`config.mk`:
```
export PLATFORM = sky130hd
export DESIGN_NAME = counter_priority_task_scheduler_unit_flat
export DESIGN_NICKNAME = d
export VERILOG_FILES = /design/src/rtl/cpts_pkg.sv /design/src/rtl/cpts_in_if.sv /design/src/rtl/cpts_out_if.sv /design/src/rtl/cpts_ctrl.sv /design/src/rtl/cpts_dpath.sv /design/src/rtl/counter_priority_task_scheduler_unit.sv /design/src/flat_wrapper.sv
export VERILOG_INCLUDE_DIRS = /design/src /design/src/rtl
export SDC_FILE = /design/constraint.sdc
export NUM_CORES = 2
export LEC_CHECK = 0
export BUFFER_PORTS_ARGS = -buffer_cell sky130_fd_sc_hd__buf_2
export CELL_PAD_IN_SITES_DETAIL_PLACEMENT = 2
export CELL_PAD_IN_SITES_GLOBAL_PLACEMENT = 2
export CORE_MARGIN = 5
export CORE_UTILIZATION = 42
export DETAILED_ROUTE_END_ITERATION = 8
export PLACE_DENSITY_LB_ADDON = 0.2
export RECOVER_POWER = 25
export SETUP_SLACK_MARGIN = 0.15
export SLEW_MARGIN = 15
export SYNTH_ARGS = -nofsm -noshare
export SYNTH_HDL_FRONTEND = slang
export SYNTH_SLANG_ARGS = --single-unit
```
`constraint.sdc`:
```
create_clock -name clk -period 6.04 [get_ports clk]
set_clock_uncertainty 0.1 [all_clocks]
set_input_delay 0.302 -clock clk [delete_from_list [all_inputs] [get_ports clk]]
set_output_delay 0.302 -clock clk [all_outputs]
set_load 0.05 [all_outputs]
```
`src/rtl/counter_priority_task_scheduler_unit_macros.svh`:
```
// ----------------------------------------------------------------------------
// Scheduler assertion macros
// Assertion wrappers that vanish when the code is read for synthesis.
// ----------------------------------------------------------------------------
`ifndef COUNTER_PRIORITY_TASK_SCHEDULER_UNIT_MACROS_SVH
`define COUNTER_PRIORITY_TASK_SCHEDULER_UNIT_MACROS_SVH

`ifndef SYNTHESIS
`define CPTS_ASSERT_IMP(lbl, clk, rst_n, ante, cons, msg) \
  lbl: assert property (@(posedge clk) disable iff (!rst_n) (ante) |-> (cons)) else $error(msg);
`define CPTS_ASSERT_NXT(lbl, clk, rst_n, ante, cons, msg) \
  lbl: assert property (@(posedge clk) disable iff (!rst_n) (ante) |=> (cons)) else $error(msg);
`else
`define CPTS_ASSERT_IMP(lbl, clk, rst_n, ante, cons, msg)
`define CPTS_ASSERT_NXT(lbl, clk, rst_n, ante, cons, msg)
`endif

`endif

```
`src/rtl/cpts_pkg.sv`:
```
// ----------------------------------------------------------------------------
// Scheduler package
// Types, codes and constants shared by the scheduler files.
// ----------------------------------------------------------------------------
package cpts_pkg;

  localparam int ACT_W  = 3;
  localparam int TID_W  = 6;
  localparam int TASK_W = 6;
  localparam int PRIO_W = 8;
  localparam int DEP_W  = 8;
  localparam int CNT_W  = 16;
  localparam int STS_W  = 2;

  localparam logic signed [CNT_W-1:0] CNT_MAX = 16'sh7FFF;
  localparam logic signed [CNT_W-1:0] CNT_MIN = 16'sh8000;
  localparam logic [DEP_W-1:0]        DEP_MAX = 8'hFF;
  localparam logic [PRIO_W-1:0]       INIT_PRIO_RST = 8'd1;

  typedef enum logic [ACT_W-1:0] {
    ACT_TICK        = 3'd0,
    ACT_YIELD       = 3'd1,
    ACT_FORK        = 3'd2,
    ACT_EXIT        = 3'd3,
    ACT_SET_PRIO    = 3'd4,
    ACT_PREEMPT_DIS = 3'd5,
    ACT_PREEMPT_EN  = 3'd6
  } action_t;

  typedef enum logic [STS_W-1:0] {
    STS_OK     = 2'd0,
    STS_FULL   = 2'd1,
    STS_NO_RUN = 2'd2,
    STS_EMPTY  = 2'd3
  } status_t;

  typedef enum logic [2:0] {
    S_INIT,
    S_IDLE,
    S_EXEC,
    S_SCAN,
    S_SCAN_END,
    S_DECIDE,
    S_DONE
  } state_t;

  typedef struct packed {
    logic init;
    logic accept;
    logic exec;
    logic pass_start;
    logic recharge;
    logic scan_step;
    logic commit;
    logic fail;
    logic load_out;
  } cmd_t;

  typedef struct packed {
    logic resched;
    logic scan_last;
    logic best_pos;
    logic out_free;
  } sts_t;

endpackage

```
`src/rtl/cpts_in_if.sv`:
```
// ----------------------------------------------------------------------------
// Scheduler input channel
// Valid/ready channel carrying one scheduler action.
// ----------------------------------------------------------------------------
interface cpts_in_if;
  logic                         valid;
  logic                         ready;
  logic [cpts_pkg::ACT_W-1:0]   action;
  logic [cpts_pkg::TID_W-1:0]   task_id;
  logic [cpts_pkg::PRIO_W-1:0]  new_priority;

  modport source (output valid, output action, output task_id, output new_priority,
                  input ready);
  modport sink (input valid, input action, input task_id, input new_priority,
                output ready);
endinterface

```
`src/rtl/cpts_out_if.sv`:
```
// ----------------------------------------------------------------------------
// Scheduler result channel
// Valid/ready channel carrying one scheduler result.
// ----------------------------------------------------------------------------
interface cpts_out_if;
  logic                         valid;
  logic                         ready;
  logic [cpts_pkg::TASK_W-1:0]  current_task;
  logic                         switched;
  logic [cpts_pkg::TASK_W-1:0]  created_task;
  logic [cpts_pkg::STS_W-1:0]   status;

  modport source (output valid, output current_task, output switched,
                  output created_task, output status, input ready);
  modport sink (input valid, input current_task, input switched,
                input created_task, input status, output ready);
endinterface

```
`src/rtl/cpts_ctrl.sv`:
```
// ----------------------------------------------------------------------------
// Scheduler controller
// Sequences each action, the scan and recharge passes and the result transfer.
// ----------------------------------------------------------------------------
`include "counter_priority_task_scheduler_unit_macros.svh"

module cpts_ctrl #(
  parameter int MAX_RECHARGE_PASSES = 16
) (
  input  logic              clk,
  input  logic              rst_n,
  input  logic              in_valid,
  output logic              in_ready,
  input  cpts_pkg::sts_t    sts,
  output cpts_pkg::cmd_t    cmd
);
  import cpts_pkg::*;

  localparam int PASS_W = $clog2(MAX_RECHARGE_PASSES + 1);
  localparam logic [PASS_W-1:0] PASS_LAST = PASS_W'(MAX_RECHARGE_PASSES);

  state_t            state_r, state_nxt;
  logic [PASS_W-1:0] pass_cnt_r, pass_cnt_nxt;
  logic              passes_out;

  assign passes_out = (pass_cnt_r == PASS_LAST);

  always_comb begin
    state_nxt = state_r;
    unique case (state_r)
      S_INIT:     state_nxt = S_IDLE;
      S_IDLE:     if (in_valid) state_nxt = S_EXEC;
      S_EXEC:     state_nxt = sts.resched ? S_SCAN : S_DONE;
      S_SCAN:     if (sts.scan_last) state_nxt = S_SCAN_END;
      S_SCAN_END: state_nxt = S_DECIDE;
      S_DECIDE:   state_nxt = (sts.best_pos || passes_out) ? S_DONE : S_SCAN;
      S_DONE:     if (sts.out_free) state_nxt = S_IDLE;
      default:    state_nxt = S_INIT;
    endcase
  end

  always_comb begin
    cmd          = '0;
    in_ready     = 1'b0;
    pass_cnt_nxt = pass_cnt_r;
    unique case (state_r)
      S_INIT: cmd.init = 1'b1;
      S_IDLE: begin
        in_ready   = 1'b1;
        cmd.accept = in_valid;
      end
      S_EXEC: begin
        cmd.exec       = 1'b1;
        cmd.pass_start = sts.resched;
        pass_cnt_nxt   = '0;
      end
      S_SCAN: cmd.scan_step = 1'b1;
      S_DECIDE: begin
        if (sts.best_pos) begin
          cmd.commit = 1'b1;
        end else if (passes_out) begin
          cmd.fail = 1'b1;
        end else begin
          cmd.pass_start = 1'b1;
          cmd.recharge   = 1'b1;
          pass_cnt_nxt   = pass_cnt_r + 1'b1;
        end
      end
      S_DONE: cmd.load_out = sts.out_free;
      default: ;
    endcase
  end

  always_ff @(posedge clk) begin
    if (!rst_n) begin
      state_r    <= S_INIT;
      pass_cnt_r <= '0;
    end else begin
      state_r    <= state_nxt;
      pass_cnt_r <= pass_cnt_nxt;
    end
  end

  `CPTS_ASSERT_NXT(a_accept_exec, clk, rst_n, in_valid && in_ready, state_r == S_EXEC, "accepted item not executed")
  `CPTS_ASSERT_IMP(a_pass_bound, clk, rst_n, state_r == S_SCAN, pass_cnt_r <= PASS_LAST, "recharge passes exceeded")
  `CPTS_ASSERT_IMP(a_decide_order, clk, rst_n, state_r == S_DECIDE, $past(state_r) == S_SCAN_END, "decision without finished scan")

endmodule

```
`src/rtl/cpts_dpath.sv`:
```
// ----------------------------------------------------------------------------
// Scheduler datapath
// Task table memories, action execution, scan and recharge, result register.
// ----------------------------------------------------------------------------
module cpts_dpath #(
  parameter int TASK_SLOTS = 64
) (
  input  logic                         clk,
  input  logic                         rst_n,
  input  cpts_pkg::cmd_t               cmd,
  output cpts_pkg::sts_t               sts,
  input  logic [cpts_pkg::ACT_W-1:0]   in_action,
  input  logic [cpts_pkg::TID_W-1:0]   in_task_id,
  input  logic [cpts_pkg::PRIO_W-1:0]  in_new_priority,
  input  logic                         cfg_we,
  input  logic [cpts_pkg::PRIO_W-1:0]  cfg_data,
  input  logic                         out_ready,
  output logic                         out_valid,
  output logic [cpts_pkg::TASK_W-1:0]  out_current_task,
  output logic                         out_switched,
  output logic [cpts_pkg::TASK_W-1:0]  out_created_task,
  output logic [cpts_pkg::STS_W-1:0]   out_status
);
  import cpts_pkg::*;

  localparam int IDX_W = $clog2(TASK_SLOTS);
  localparam int NFS_W = $clog2(TASK_SLOTS + 1);
  localparam int CMP_W = TID_W + 1;
  localparam logic [IDX_W-1:0] IDX_LAST = IDX_W'(TASK_SLOTS - 1);
  localparam logic [NFS_W-1:0] NFS_FULL = NFS_W'(TASK_SLOTS);

  logic [CNT_W-1:0]  cnt_mem  [TASK_SLOTS];
  logic [PRIO_W-1:0] prio_mem [TASK_SLOTS];
  logic [DEP_W-1:0]  dep_mem  [TASK_SLOTS];

  logic signed [CNT_W-1:0] cnt_q;
  logic [PRIO_W-1:0]       prio_q;
  logic [DEP_W-1:0]        dep_q;
  logic [IDX_W-1:0]        rd_addr;

  logic [TASK_SLOTS-1:0]   running_r;
  logic [IDX_W-1:0]        cur_r, before_r, created_r, pick_r;
  logic [IDX_W-1:0]        scan_idx_r, cmp_idx_r;
  logic [NFS_W-1:0]        nfs_r;
  action_t                 act_r;
  logic [TID_W-1:0]        tid_r;
  logic [PRIO_W-1:0]       nprio_r;
  status_t                 status_r;
  logic                    cmp_vld_r, rech_r;
  logic signed [CNT_W-1:0] best_r;

  logic                    out_valid_r;
  logic [TASK_W-1:0]       out_cur_r, out_created_r;
  logic                    out_sw_r;
  logic [STS_W-1:0]        out_sts_r;

  // Action execution against the current task's entry.
  logic signed [CNT_W-1:0] dec;
  logic                    ex_cnt_we, ex_prio_we, ex_dep_we, ex_resched, ex_fork, ex_clr_run;
  logic signed [CNT_W-1:0] ex_cnt_wd;
  logic [PRIO_W-1:0]       ex_prio_wd;
  logic [DEP_W-1:0]        ex_dep_wd;
  logic [IDX_W-1:0]        ex_addr;
  status_t                 ex_status;

  // Scan and recharge of one returned entry.
  logic signed [CNT_W-1:0] half;
  logic signed [CNT_W:0]   rch_sum;
  logic signed [CNT_W-1:0] rch_val, cand;
  logic                    cmp_valid_slot, take, rch_we;

  // Table write port.
  logic                    cnt_we, prio_we, dep_we;
  logic [IDX_W-1:0]        wr_addr;
  logic [CNT_W-1:0]        cnt_wd;
  logic [PRIO_W-1:0]       prio_wd;
  logic [DEP_W-1:0]        dep_wd;
  logic [PRIO_W-1:0]       init_val;

  assign rd_addr = cmd.accept ? cur_r : scan_idx_r;

  always_ff @(posedge clk) begin
    cnt_q  <= cnt_mem[rd_addr];
    prio_q <= prio_mem[rd_addr];
    dep_q  <= dep_mem[rd_addr];
    if (cnt_we)  cnt_mem[wr_addr]  <= cnt_wd;
    if (prio_we) prio_mem[wr_addr] <= prio_wd;
    if (dep_we)  dep_mem[wr_addr]  <= dep_wd;
  end

  assign dec = (cnt_q == CNT_MIN) ? cnt_q : cnt_q - 16'sd1;

  always_comb begin
    ex_cnt_we  = 1'b0;
    ex_prio_we = 1'b0;
    ex_dep_we  = 1'b0;
    ex_resched = 1'b0;
    ex_fork    = 1'b0;
    ex_clr_run = 1'b0;
    ex_cnt_wd  = '0;
    ex_prio_wd = prio_q;
    ex_dep_wd  = '0;
    ex_addr    = cur_r;
    ex_status  = STS_OK;
    unique case (act_r)
      ACT_TICK: begin
        ex_cnt_we = 1'b1;
        if (dec > 0 || dep_q != '0) begin
          ex_cnt_wd = dec;
        end else begin
          ex_resched = 1'b1;
        end
      end
      ACT_YIELD: begin
        ex_cnt_we  = 1'b1;
        ex_resched = 1'b1;
      end
      ACT_FORK: begin
        if (nfs_r >= NFS_FULL) begin
          ex_status = STS_FULL;
        end else begin
          ex_fork    = 1'b1;
          ex_addr    = nfs_r[IDX_W-1:0];
          ex_cnt_we  = 1'b1;
          ex_cnt_wd  = {{(CNT_W-PRIO_W){1'b0}}, prio_q};
          ex_prio_we = 1'b1;
          ex_dep_we  = 1'b1;
        end
      end
      ACT_EXIT: begin
        ex_cnt_we  = 1'b1;
        ex_clr_run = 1'b1;
        ex_resched = 1'b1;
      end
      ACT_SET_PRIO: begin
        if (CMP_W'(tid_r) < CMP_W'(nfs_r)) begin
          ex_prio_we = 1'b1;
          ex_prio_wd = nprio_r;
          ex_addr    = tid_r[IDX_W-1:0];
        end else begin
          ex_status = STS_EMPTY;
        end
      end
      ACT_PREEMPT_DIS: begin
        ex_dep_we = 1'b1;
        ex_dep_wd = (dep_q == DEP_MAX) ? dep_q : dep_q + 1'b1;
      end
      ACT_PREEMPT_EN: begin
        ex_dep_we = 1'b1;
        ex_dep_wd = (dep_q == '0) ? dep_q : dep_q - 1'b1;
      end
      default: ;
    endcase
  end

  assign half    = cnt_q >>> 1;
  assign rch_sum = {half[CNT_W-1], half} + $signed({{(CNT_W-PRIO_W+1){1'b0}}, prio_q});
  assign rch_val = (rch_sum > $signed({1'b0, CNT_MAX})) ? CNT_MAX : rch_sum[CNT_W-1:0];
  assign cand    = rech_r ? rch_val : cnt_q;
  assign cmp_valid_slot = (NFS_W'(cmp_idx_r) < nfs_r);
  assign take    = cmp_vld_r && cmp_valid_slot && running_r[cmp_idx_r] && (cand > best_r);
  assign rch_we  = cmp_vld_r && rech_r && cmp_valid_slot;

  assign init_val = cfg_we ? cfg_data : INIT_PRIO_RST;

  always_comb begin
    cnt_we  = 1'b0;
    prio_we = 1'b0;
    dep_we  = 1'b0;
    wr_addr = cur_r;
    cnt_wd  = ex_cnt_wd;
    prio_wd = ex_prio_wd;
    dep_wd  = ex_dep_wd;
    priority if (cmd.init) begin
      cnt_we  = 1'b1;
      prio_we = 1'b1;
      dep_we  = 1'b1;
      wr_addr = '0;
      cnt_wd  = {{(CNT_W-PRIO_W){1'b0}}, init_val};
      prio_wd = init_val;
      dep_wd  = '0;
    end else if (cfg_we) begin
      cnt_we  = 1'b1;
      prio_we = 1'b1;
      wr_addr = '0;
      cnt_wd  = {{(CNT_W-PRIO_W){1'b0}}, cfg_data};
      prio_wd = cfg_data;
    end else if (cmd.exec) begin
      cnt_we  = ex_cnt_we;
      prio_we = ex_prio_we;
      dep_we  = ex_dep_we;
      wr_addr = ex_addr;
    end else if (rch_we) begin
      cnt_we  = 1'b1;
      wr_addr = cmp_idx_r;
      cnt_wd  = rch_val;
    end
  end

  always_ff @(posedge clk) begin
    if (!rst_n) begin
      running_r   <= TASK_SLOTS'(1);
      cur_r       <= '0;
      nfs_r       <= NFS_W'(1);
      cmp_vld_r   <= 1'b0;
      out_valid_r <= 1'b0;
    end else begin
      cmp_vld_r <= cmd.scan_step;
      if (cmd.exec && ex_fork) begin
        running_r[nfs_r[IDX_W-1:0]] <= 1'b1;
        nfs_r <= nfs_r + 1'b1;
      end
      if (cmd.exec && ex_clr_run) running_r[cur_r] <= 1'b0;
      if (cmd.commit) cur_r <= pick_r;
      if (cmd.load_out) begin
        out_valid_r <= 1'b1;
      end else if (out_ready) begin
        out_valid_r <= 1'b0;
      end
    end
  end

  always_ff @(posedge clk) begin
    if (cmd.accept) begin
      act_r    <= action_t'(in_action);
      tid_r    <= in_task_id;
      nprio_r  <= in_new_priority;
      before_r <= cur_r;
    end
    if (cmd.exec) begin
      status_r  <= ex_status;
      created_r <= ex_fork ? nfs_r[IDX_W-1:0] : '0;
    end
    if (cmd.fail) status_r <= STS_NO_RUN;
    if (cmd.pass_start) begin
      scan_idx_r <= '0;
      best_r     <= '1;
      rech_r     <= cmd.recharge;
    end else if (cmd.scan_step) begin
      scan_idx_r <= scan_idx_r + 1'b1;
    end
    cmp_idx_r <= scan_idx_r;
    if (take) begin
      best_r <= cand;
      pick_r <= cmp_idx_r;
    end
    if (cmd.load_out) begin
      out_cur_r     <= TASK_W'(cur_r);
      out_sw_r      <= (cur_r != before_r);
      out_created_r <= TASK_W'(created_r);
      out_sts_r     <= status_r;
    end
  end

  assign sts.resched   = ex_resched;
  assign sts.scan_last = (scan_idx_r == IDX_LAST);
  assign sts.best_pos  = (best_r > 0);
  assign sts.out_free  = !out_valid_r || out_ready;

  assign out_valid        = out_valid_r;
  assign out_current_task = out_cur_r;
  assign out_switched     = out_sw_r;
  assign out_created_task = out_created_r;
  assign out_status       = out_sts_r;

endmodule

```
`src/rtl/counter_priority_task_scheduler_unit.sv`:
```
// ----------------------------------------------------------------------------
// Counter priority task scheduler
// Task table with time-slice counters and priorities, one result per action.
// ----------------------------------------------------------------------------
//   Port      Direction  Carries
//   in_ch     sink       action, task_id, new_priority
//   out_ch    source     current_task, switched, created_task, status
//   cfg_*     write      init_priority
//
// An action without a reschedule runs through EXEC and DONE to the result
// register. A reschedule adds a scan of all TASK_SLOTS entries, one table
// read per cycle, then S_SCAN_END and S_DECIDE; each recharge pass, at most
// MAX_RECHARGE_PASSES, repeats them. S_INIT loads slot zero before input opens.
// A stalled result holds the block until its transfer completes.
module counter_priority_task_scheduler_unit #(
  parameter int TASK_SLOTS          = 64,
  parameter int MAX_RECHARGE_PASSES = 16
) (
  input  logic                         clk,
  input  logic                         rst_n,
  cpts_in_if.sink                      in_ch,
  cpts_out_if.source                   out_ch,
  input  logic                         cfg_we,
  input  logic [cpts_pkg::PRIO_W-1:0]  cfg_data
);
  import cpts_pkg::*;

  cmd_t cmd;
  sts_t sts;

  cpts_ctrl #(
    .MAX_RECHARGE_PASSES(MAX_RECHARGE_PASSES)
  ) u_ctrl (
    .clk      (clk),
    .rst_n    (rst_n),
    .in_valid (in_ch.valid),
    .in_ready (in_ch.ready),
    .sts      (sts),
    .cmd      (cmd)
  );

  cpts_dpath #(
    .TASK_SLOTS(TASK_SLOTS)
  ) u_dpath (
    .clk              (clk),
    .rst_n            (rst_n),
    .cmd              (cmd),
    .sts              (sts),
    .in_action        (in_ch.action),
    .in_task_id       (in_ch.task_id),
    .in_new_priority  (in_ch.new_priority),
    .cfg_we           (cfg_we),
    .cfg_data         (cfg_data),
    .out_ready        (out_ch.ready),
    .out_valid        (out_ch.valid),
    .out_current_task (out_ch.current_task),
    .out_switched     (out_ch.switched),
    .out_created_task (out_ch.created_task),
    .out_status       (out_ch.status)
  );

endmodule

```
`src/flat_wrapper.sv`:
```
// flat-port wrapper written by rule: the top's interface ports become plain ports
module counter_priority_task_scheduler_unit_flat import cpts_pkg::*;
#(
  parameter int TASK_SLOTS          = 64,
  parameter int MAX_RECHARGE_PASSES = 16
)
  (clk, rst_n, cfg_we, cfg_data, in_ch_valid, in_ch_action, in_ch_task_id, in_ch_new_priority, in_ch_ready, out_ch_valid, out_ch_current_task, out_ch_switched, out_ch_created_task, out_ch_status, out_ch_ready);
  cpts_in_if in_ch_i ();
  cpts_out_if out_ch_i ();
  input  logic clk;
  input  logic rst_n;
  input  logic cfg_we;
  input  logic [cpts_pkg::PRIO_W-1:0] cfg_data;
  input wire logic [$bits(in_ch_i.valid)-1:0] in_ch_valid;
  input wire logic [$bits(in_ch_i.action)-1:0] in_ch_action;
  input wire logic [$bits(in_ch_i.task_id)-1:0] in_ch_task_id;
  input wire logic [$bits(in_ch_i.new_priority)-1:0] in_ch_new_priority;
  output wire logic [$bits(in_ch_i.ready)-1:0] in_ch_ready;
  output wire logic [$bits(out_ch_i.valid)-1:0] out_ch_valid;
  output wire logic [$bits(out_ch_i.current_task)-1:0] out_ch_current_task;
  output wire logic [$bits(out_ch_i.switched)-1:0] out_ch_switched;
  output wire logic [$bits(out_ch_i.created_task)-1:0] out_ch_created_task;
  output wire logic [$bits(out_ch_i.status)-1:0] out_ch_status;
  input wire logic [$bits(out_ch_i.ready)-1:0] out_ch_ready;
  assign in_ch_i.valid = in_ch_valid;
  assign in_ch_i.action = in_ch_action;
  assign in_ch_i.task_id = in_ch_task_id;
  assign in_ch_i.new_priority = in_ch_new_priority;
  assign in_ch_ready = in_ch_i.ready;
  assign out_ch_valid = out_ch_i.valid;
  assign out_ch_current_task = out_ch_i.current_task;
  assign out_ch_switched = out_ch_i.switched;
  assign out_ch_created_task = out_ch_i.created_task;
  assign out_ch_status = out_ch_i.status;
  assign out_ch_i.ready = out_ch_ready;
  counter_priority_task_scheduler_unit #(.TASK_SLOTS(TASK_SLOTS), .MAX_RECHARGE_PASSES(MAX_RECHARGE_PASSES)) u_core (.clk(clk), .rst_n(rst_n), .in_ch(in_ch_i), .out_ch(out_ch_i), .cfg_we(cfg_we), .cfg_data(cfg_data));
endmodule
```
==> impl_metrics.prom <==
# TYPE chip_impl_metric gauge
chip_impl_metric{name="floorplan.io_pins",unit=""} 47
chip_impl_metric{name="critical_path.max_fanout",unit=""} 36
chip_impl_metric{name="drt_pre_antenna_iters",unit=""} 6
chip_impl_metric{name="clk_transition_reported_paths",unit="ps"} 60
chip_impl_info{name="cts_tree",value="done"} 1
chip_impl_metric{name="grt_pass1_wl",unit="um"} 508200
chip_impl_info{name="post_synth_most_frequent_cells",value="edfxtp_1, nand2_1, mux2i_1"} 1
chip_impl_metric{name="cp_bufs_invs",unit=""} 3
chip_impl_metric{name="fillCellCount",unit=""} 20162
chip_impl_metric{name="initial_antenna_violation_count",unit=""} 21
chip_impl_metric{name="synth.mux.area_fraction",unit=""} 0.07445
chip_impl_info{name="timing.critical_path.from",value="u_core.u_dpath.dep_q[0]"} 1
chip_impl_metric{name="grt_util_all_layers",unit=""} 0.3079
chip_impl_metric{name="start_util",unit=""} 0.4215
chip_impl_metric{name="drive_above_1_share",unit=""} 0.1500
chip_impl_info{name="dominant_combinational_cell_family_by_area_after_synthesis",value="simple AND/OR/NAND/NOR gates"} 1
chip_impl_metric{name="synthesis.area_per_instance",unit="um2"} 14.43
chip_impl_metric{name="pwr-share-seq",unit=""} 0.408
chip_impl_metric{name="basic_gate_share_of_the_synthesized_area_counting_and_or_nand_and_nor_cells",unit=""} 0.09653
chip_impl_metric{name="maxSlewHeadroom",unit=""} -1.184
chip_impl_metric{name="yosys.area_share.xor_xnor",unit=""} 0.003643
chip_impl_metric{name="synth.distinct_cells",unit=""} 90
chip_impl_info{name="cp_cell_sequence",value="inv_1 -> ha_1 -> nor3b_1 -> nand2_1 -> inv_1 -> a21oi_1 -> a21oi_1 -> nor2_1 -> buf_4"} 1
chip_impl_metric{name="synthesis.area",unit="um2"} 91350
chip_impl_metric{name="fp.dieH",unit="um"} 476.4
chip_impl_metric{name="num_vias",unit=""} 62120
chip_impl_info{name="unrepaired_setup_endpoints_after_global_routing",value="false"} 1
chip_impl_metric{name="drt_first_iter_violations",unit=""} 7529
chip_impl_metric{name="synth_sequential_area_ratio",unit=""} 0.7244
chip_impl_metric{name="setup_slack",unit="ps"} 360.4
chip_impl_metric{name="maximum_count_of_clock_buffers_along_a_single_path",unit=""} 3
chip_impl_metric{name="largest_net_degree_at_the_start_of_global_routing",unit=""} 92
chip_impl_metric{name="synth_top_cell_area_share",unit=""} 0.6952
chip_impl_metric{name="timing.critical_path.required",unit="ps"} 6550
chip_impl_info{name="synth_area_leader_cell",value="edfxtp_1"} 1
chip_impl_metric{name="ys_warns",unit=""} 0
chip_impl_metric{name="cellLeakagePower",unit="nW"} 36.01
chip_impl_info{name="critical_path.slowest_cell",value="nor2_1"} 1
chip_impl_metric{name="min_delay_path_depth",unit=""} 2
chip_impl_info{name="hold_path_class",value="in2reg"} 1
chip_impl_metric{name="worst-endpoint-arrival",unit="ps"} 6190
chip_impl_metric{name="fp-row-count",unit=""} 171
chip_impl_metric{name="timing.final.crit_period",unit="ps"} 5680
chip_impl_metric{name="syn-num-nets",unit=""} 6406
chip_impl_metric{name="internal_power_of_the_cells",unit="mW"} 29.09
chip_impl_metric{name="final-setup-viol-count",unit=""} 0
chip_impl_metric{name="timing.reg2reg.worst_path_depth",unit=""} 9
chip_impl_info{name="critPathCapture",value="u_core.u_dpath.dep_mem[28][7]"} 1
chip_impl_metric{name="power_density",unit="nW/um2"} 420.2
chip_impl_metric{name="cp_slowest_stage_delay",unit="ps"} 2390
chip_impl_metric{name="post_layout_nonfiller_instances",unit=""} 9694
chip_impl_info{name="globalRoute.busiestLayer",value="met2"} 1
chip_impl_info{name="synth.most_common_cell",value="edfxtp_1"} 1
chip_impl_metric{name="timing_max_transition_violations_final",unit=""} 755
chip_impl_info{name="start_kind",value="flip-flop"} 1
chip_impl_info{name="regToRegStartpoint",value="u_core.u_dpath.dep_q[0]"} 1
chip_impl_metric{name="synthAdderAreaFrac",unit=""} 0.005972
chip_impl_metric{name="fp.dieArea",unit="um2"} 226900
chip_impl_metric{name="synth-seq-cells",unit=""} 2248
chip_impl_metric{name="ctsResizeCount",unit=""} 0
chip_impl_metric{name="power.share.switching",unit=""} 0.3437
chip_impl_metric{name="clk_latency",unit="ps"} 900
chip_impl_metric{name="async_flop_share",unit=""} 0
chip_impl_metric{name="use_met3",unit=""} 0.05357
chip_impl_metric{name="maxCapViolCount",unit=""} 23
chip_impl_info{name="crit_type",value="reg2reg"} 1
chip_impl_metric{name="tightestPinTransition",unit="ps"} 3264
chip_impl_metric{name="gp_congestion",unit=""} 0.8714
chip_impl_metric{name="grt-ovfl-total",unit=""} 0
chip_impl_metric{name="dpl_worst_slack",unit="ps"} 524.7
chip_impl_metric{name="number_of_global_route_vias_before_repair",unit=""} 66482
chip_impl_metric{name="vias_per_cell",unit=""} 6.408
chip_impl_metric{name="avgRoutedWirePerCell",unit="um"} 36.92
chip_impl_metric{name="max_freq",unit="MHz"} 176.1
chip_impl_metric{name="post-route-drc-count",unit=""} 0
chip_impl_metric{name="worst_vdd_drop",unit="uV"} 374.6
chip_impl_metric{name="design.final.nets",unit=""} 6708
chip_impl_info{name="ff_to_ff_end",value="u_core.u_dpath.dep_mem[28][7]"} 1
chip_impl_metric{name="netlist_instances",unit=""} 6333
chip_impl_metric{name="relative_area_change_from_synthesis_to_final_layout",unit="%"} 15.48
chip_impl_info{name="failing_checks",value="capacitance limit, slew limit"} 1
chip_impl_metric{name="final_core_utilization",unit=""} 0.4867
chip_impl_metric{name="finalCritPeriodShare",unit=""} 0.9403
chip_impl_metric{name="p_comb_frac",unit=""} 0.267
chip_impl_metric{name="rrSetupSlack",unit="ps"} 360
chip_impl_metric{name="place_hpwl",unit="um"} 227800
chip_impl_metric{name="routed_wl",unit="um"} 357900
chip_impl_metric{name="cts_inserted_buffers",unit=""} 235
chip_impl_metric{name="route.antenna.remaining_nets",unit=""} 0
chip_impl_metric{name="final_hold_viol_count",unit=""} 0
chip_impl_info{name="synth.top_cells.by_area",value="edfxtp_1, mux2i_1, nand2_1, dfxtp_1, mux4_2"} 1
chip_impl_info{name="outcome",value="finished with violations"} 1
chip_impl_metric{name="p_sw",unit="mW"} 15.23
chip_impl_metric{name="clock_power_share",unit=""} 0.325
chip_impl_info{name="critical_path.top_delay_family",value="simple AND/OR/NAND/NOR gates"} 1
chip_impl_metric{name="setup-tns-final",unit="ps"} 0
chip_impl_info{name="clock_root_buffer",value="clkbuf_16"} 1
chip_impl_metric{name="ctsHtreeMaxLevel",unit=""} 4
chip_impl_info{name="postSynth.topFlopCell",value="edfxtp_1"} 1
chip_impl_metric{name="dieWidth",unit="um"} 476.4
chip_impl_info{name="setup.worst_path.end_class",value="flip-flop"} 1
chip_impl_metric{name="core",unit="um2"} 216700
chip_impl_metric{name="met2_usage",unit=""} 0.5044
chip_impl_metric{name="cp_num_cells",unit=""} 9
chip_impl_metric{name="share_of_the_synthesized_area_in_compound_gates_ao_oa_aoi_oai",unit=""} 0.07299
chip_impl_metric{name="global_route.usage.met1",unit=""} 0.4037
chip_impl_metric{name="dpl.cell_count",unit=""} 9221
chip_impl_metric{name="number_of_flops_mapped_to_enable_cells_by_yosys",unit=""} 2115
chip_impl_metric{name="placement.io_buffers",unit=""} 46
chip_impl_metric{name="total_number_of_clock_tree_sinks",unit=""} 2248
-- state kept, by name (all words and copies together), names as in the netlist, 7 cells and up --
| signal | cells |
|---|---|
| u_core.u_dpath.best_r | 16 |
| u_core.u_dpath.cnt_mem | 1024 |
| u_core.u_dpath.cnt_q | 16 |
| u_core.u_dpath.dep_mem | 512 |
| u_core.u_dpath.dep_q | 8 |
| u_core.u_dpath.nfs_r | 7 |
| u_core.u_dpath.nprio_r | 8 |
| u_core.u_dpath.prio_mem | 512 |
| u_core.u_dpath.prio_q | 8 |
| u_core.u_dpath.running_r | 64 |
-- cell type report --
type	instances	area, um2	share of cell area
antenna	7	17.52	0.0001660
clock buffer	327	6516	0.06177
clock inverter	108	984.7	0.009334
inverter	43	161.4	0.001530
multi-input combinational	3627	24260	0.2300
sequential	2248	66170	0.6273
tap	2854	3571	0.03385
timing repair buffer	480	3807	0.03609
-- power groups by stage --
stage	Sequential [mW]	Combinational, mW	Clock (mW)
finish	18.1	11.8	14.4
global route	18.1	12.3	15.3
CTS	18.0	11.8	14.6
detailed placement	18.4	11.6	0
global placement	18.3	11.1	0
floorplan	18.1	6.52	0
-- stage by stage --
step	power (mW)	hold slack [ps]	cell area, um2
4_1_cts	44.38	3.257	105700
3_3_place_gp	29.48	308.0	97830
6_report	44.33	46.32	105500
3_5_place_dp	29.96	311.5	97890
2_1_floorplan	24.62	229.0	91350
5_1_grt	45.63	15.78	105500
-- cell usage in the layout (no fill, tap or decap), types with 44 or more instances in the layout --
cell type | netlist | layout
nor4_1 | 105 | 53
nand4_1 | 50 | 50
o221ai_1 | 111 | 110
nor2_1 | 230 | 224
dfxtp_1 | 133 | 133
nand2_1 | 915 | 909
mux2i_1 | 445 | 442
nand3_1 | 331 | 327
nor3_2 | 1 | 51
buf_4 | 22 | 348
a21oi_1 | 370 | 366
nor3_1 | 177 | 127
clkbuf_1 | 177 | 109
o22ai_1 | 114 | 108
o21ai_0 | 158 | 148
nor4_2 | 2 | 50
edfxtp_1 | 2115 | 2115
clkinv_1 | 5 | 44
clkbuf_16 | 0 | 240
mux4_2 | 97 | 97
-- how the worst min path moves through the flow --
stage | from | endpoint | slack [ps]
6_report | in_ch_task_id[5] | u_core.u_dpath.tid_r[5] | 50
5_1_grt | in_ch_task_id[5] | u_core.u_dpath.tid_r[5] | 20
4_1_cts | in_ch_task_id[5] | u_core.u_dpath.tid_r[5] | 3
3_5_place_dp | u_core.u_dpath.created_r[5] | u_core.u_dpath.out_created_task[5] | 310
3_3_place_gp | u_core.u_dpath.created_r[0] | u_core.u_dpath.out_created_task[0] | 310
2_1_floorplan | u_core.u_dpath.scan_idx_r[3] | u_core.u_dpath.cmp_idx_r[3] | 230
-- layer usage --
| metal | share of wire | vias to the layer above |
|---|---|---|
| met5 | 0.00025 | - |
| met4 | 0.051 | 8 |
| met3 | 0.079 | 778 |
| met2 | 0.48 | 3108 |
| met1 | 0.39 | 33066 |
| li1 | - | 25160 |
-- cells by family (layout without fill, tap and decap cells) --
family,Yosys count,count (layout)
buffers and inverters,458,958
AO/OA/AOI/OAI,1039,1039
XOR/XNOR,38,38
AND/OR/NAND/NOR,1952,1952
flip-flops,2248,2248
adder cells (fa/ha/maj),43,43
multiplexers,555,555
other,0,7
-- what timing repair did --
| item | CTS | global route |
|---|---|---|
| endpoints found under the setup margin | 0 | 0 |
| hold buffers | 31 | 0 |
| endpoints found under the hold margin | 95 | 0 |
| setup buffers | 0 | 0 |
(Power assumes the default switching activity.)
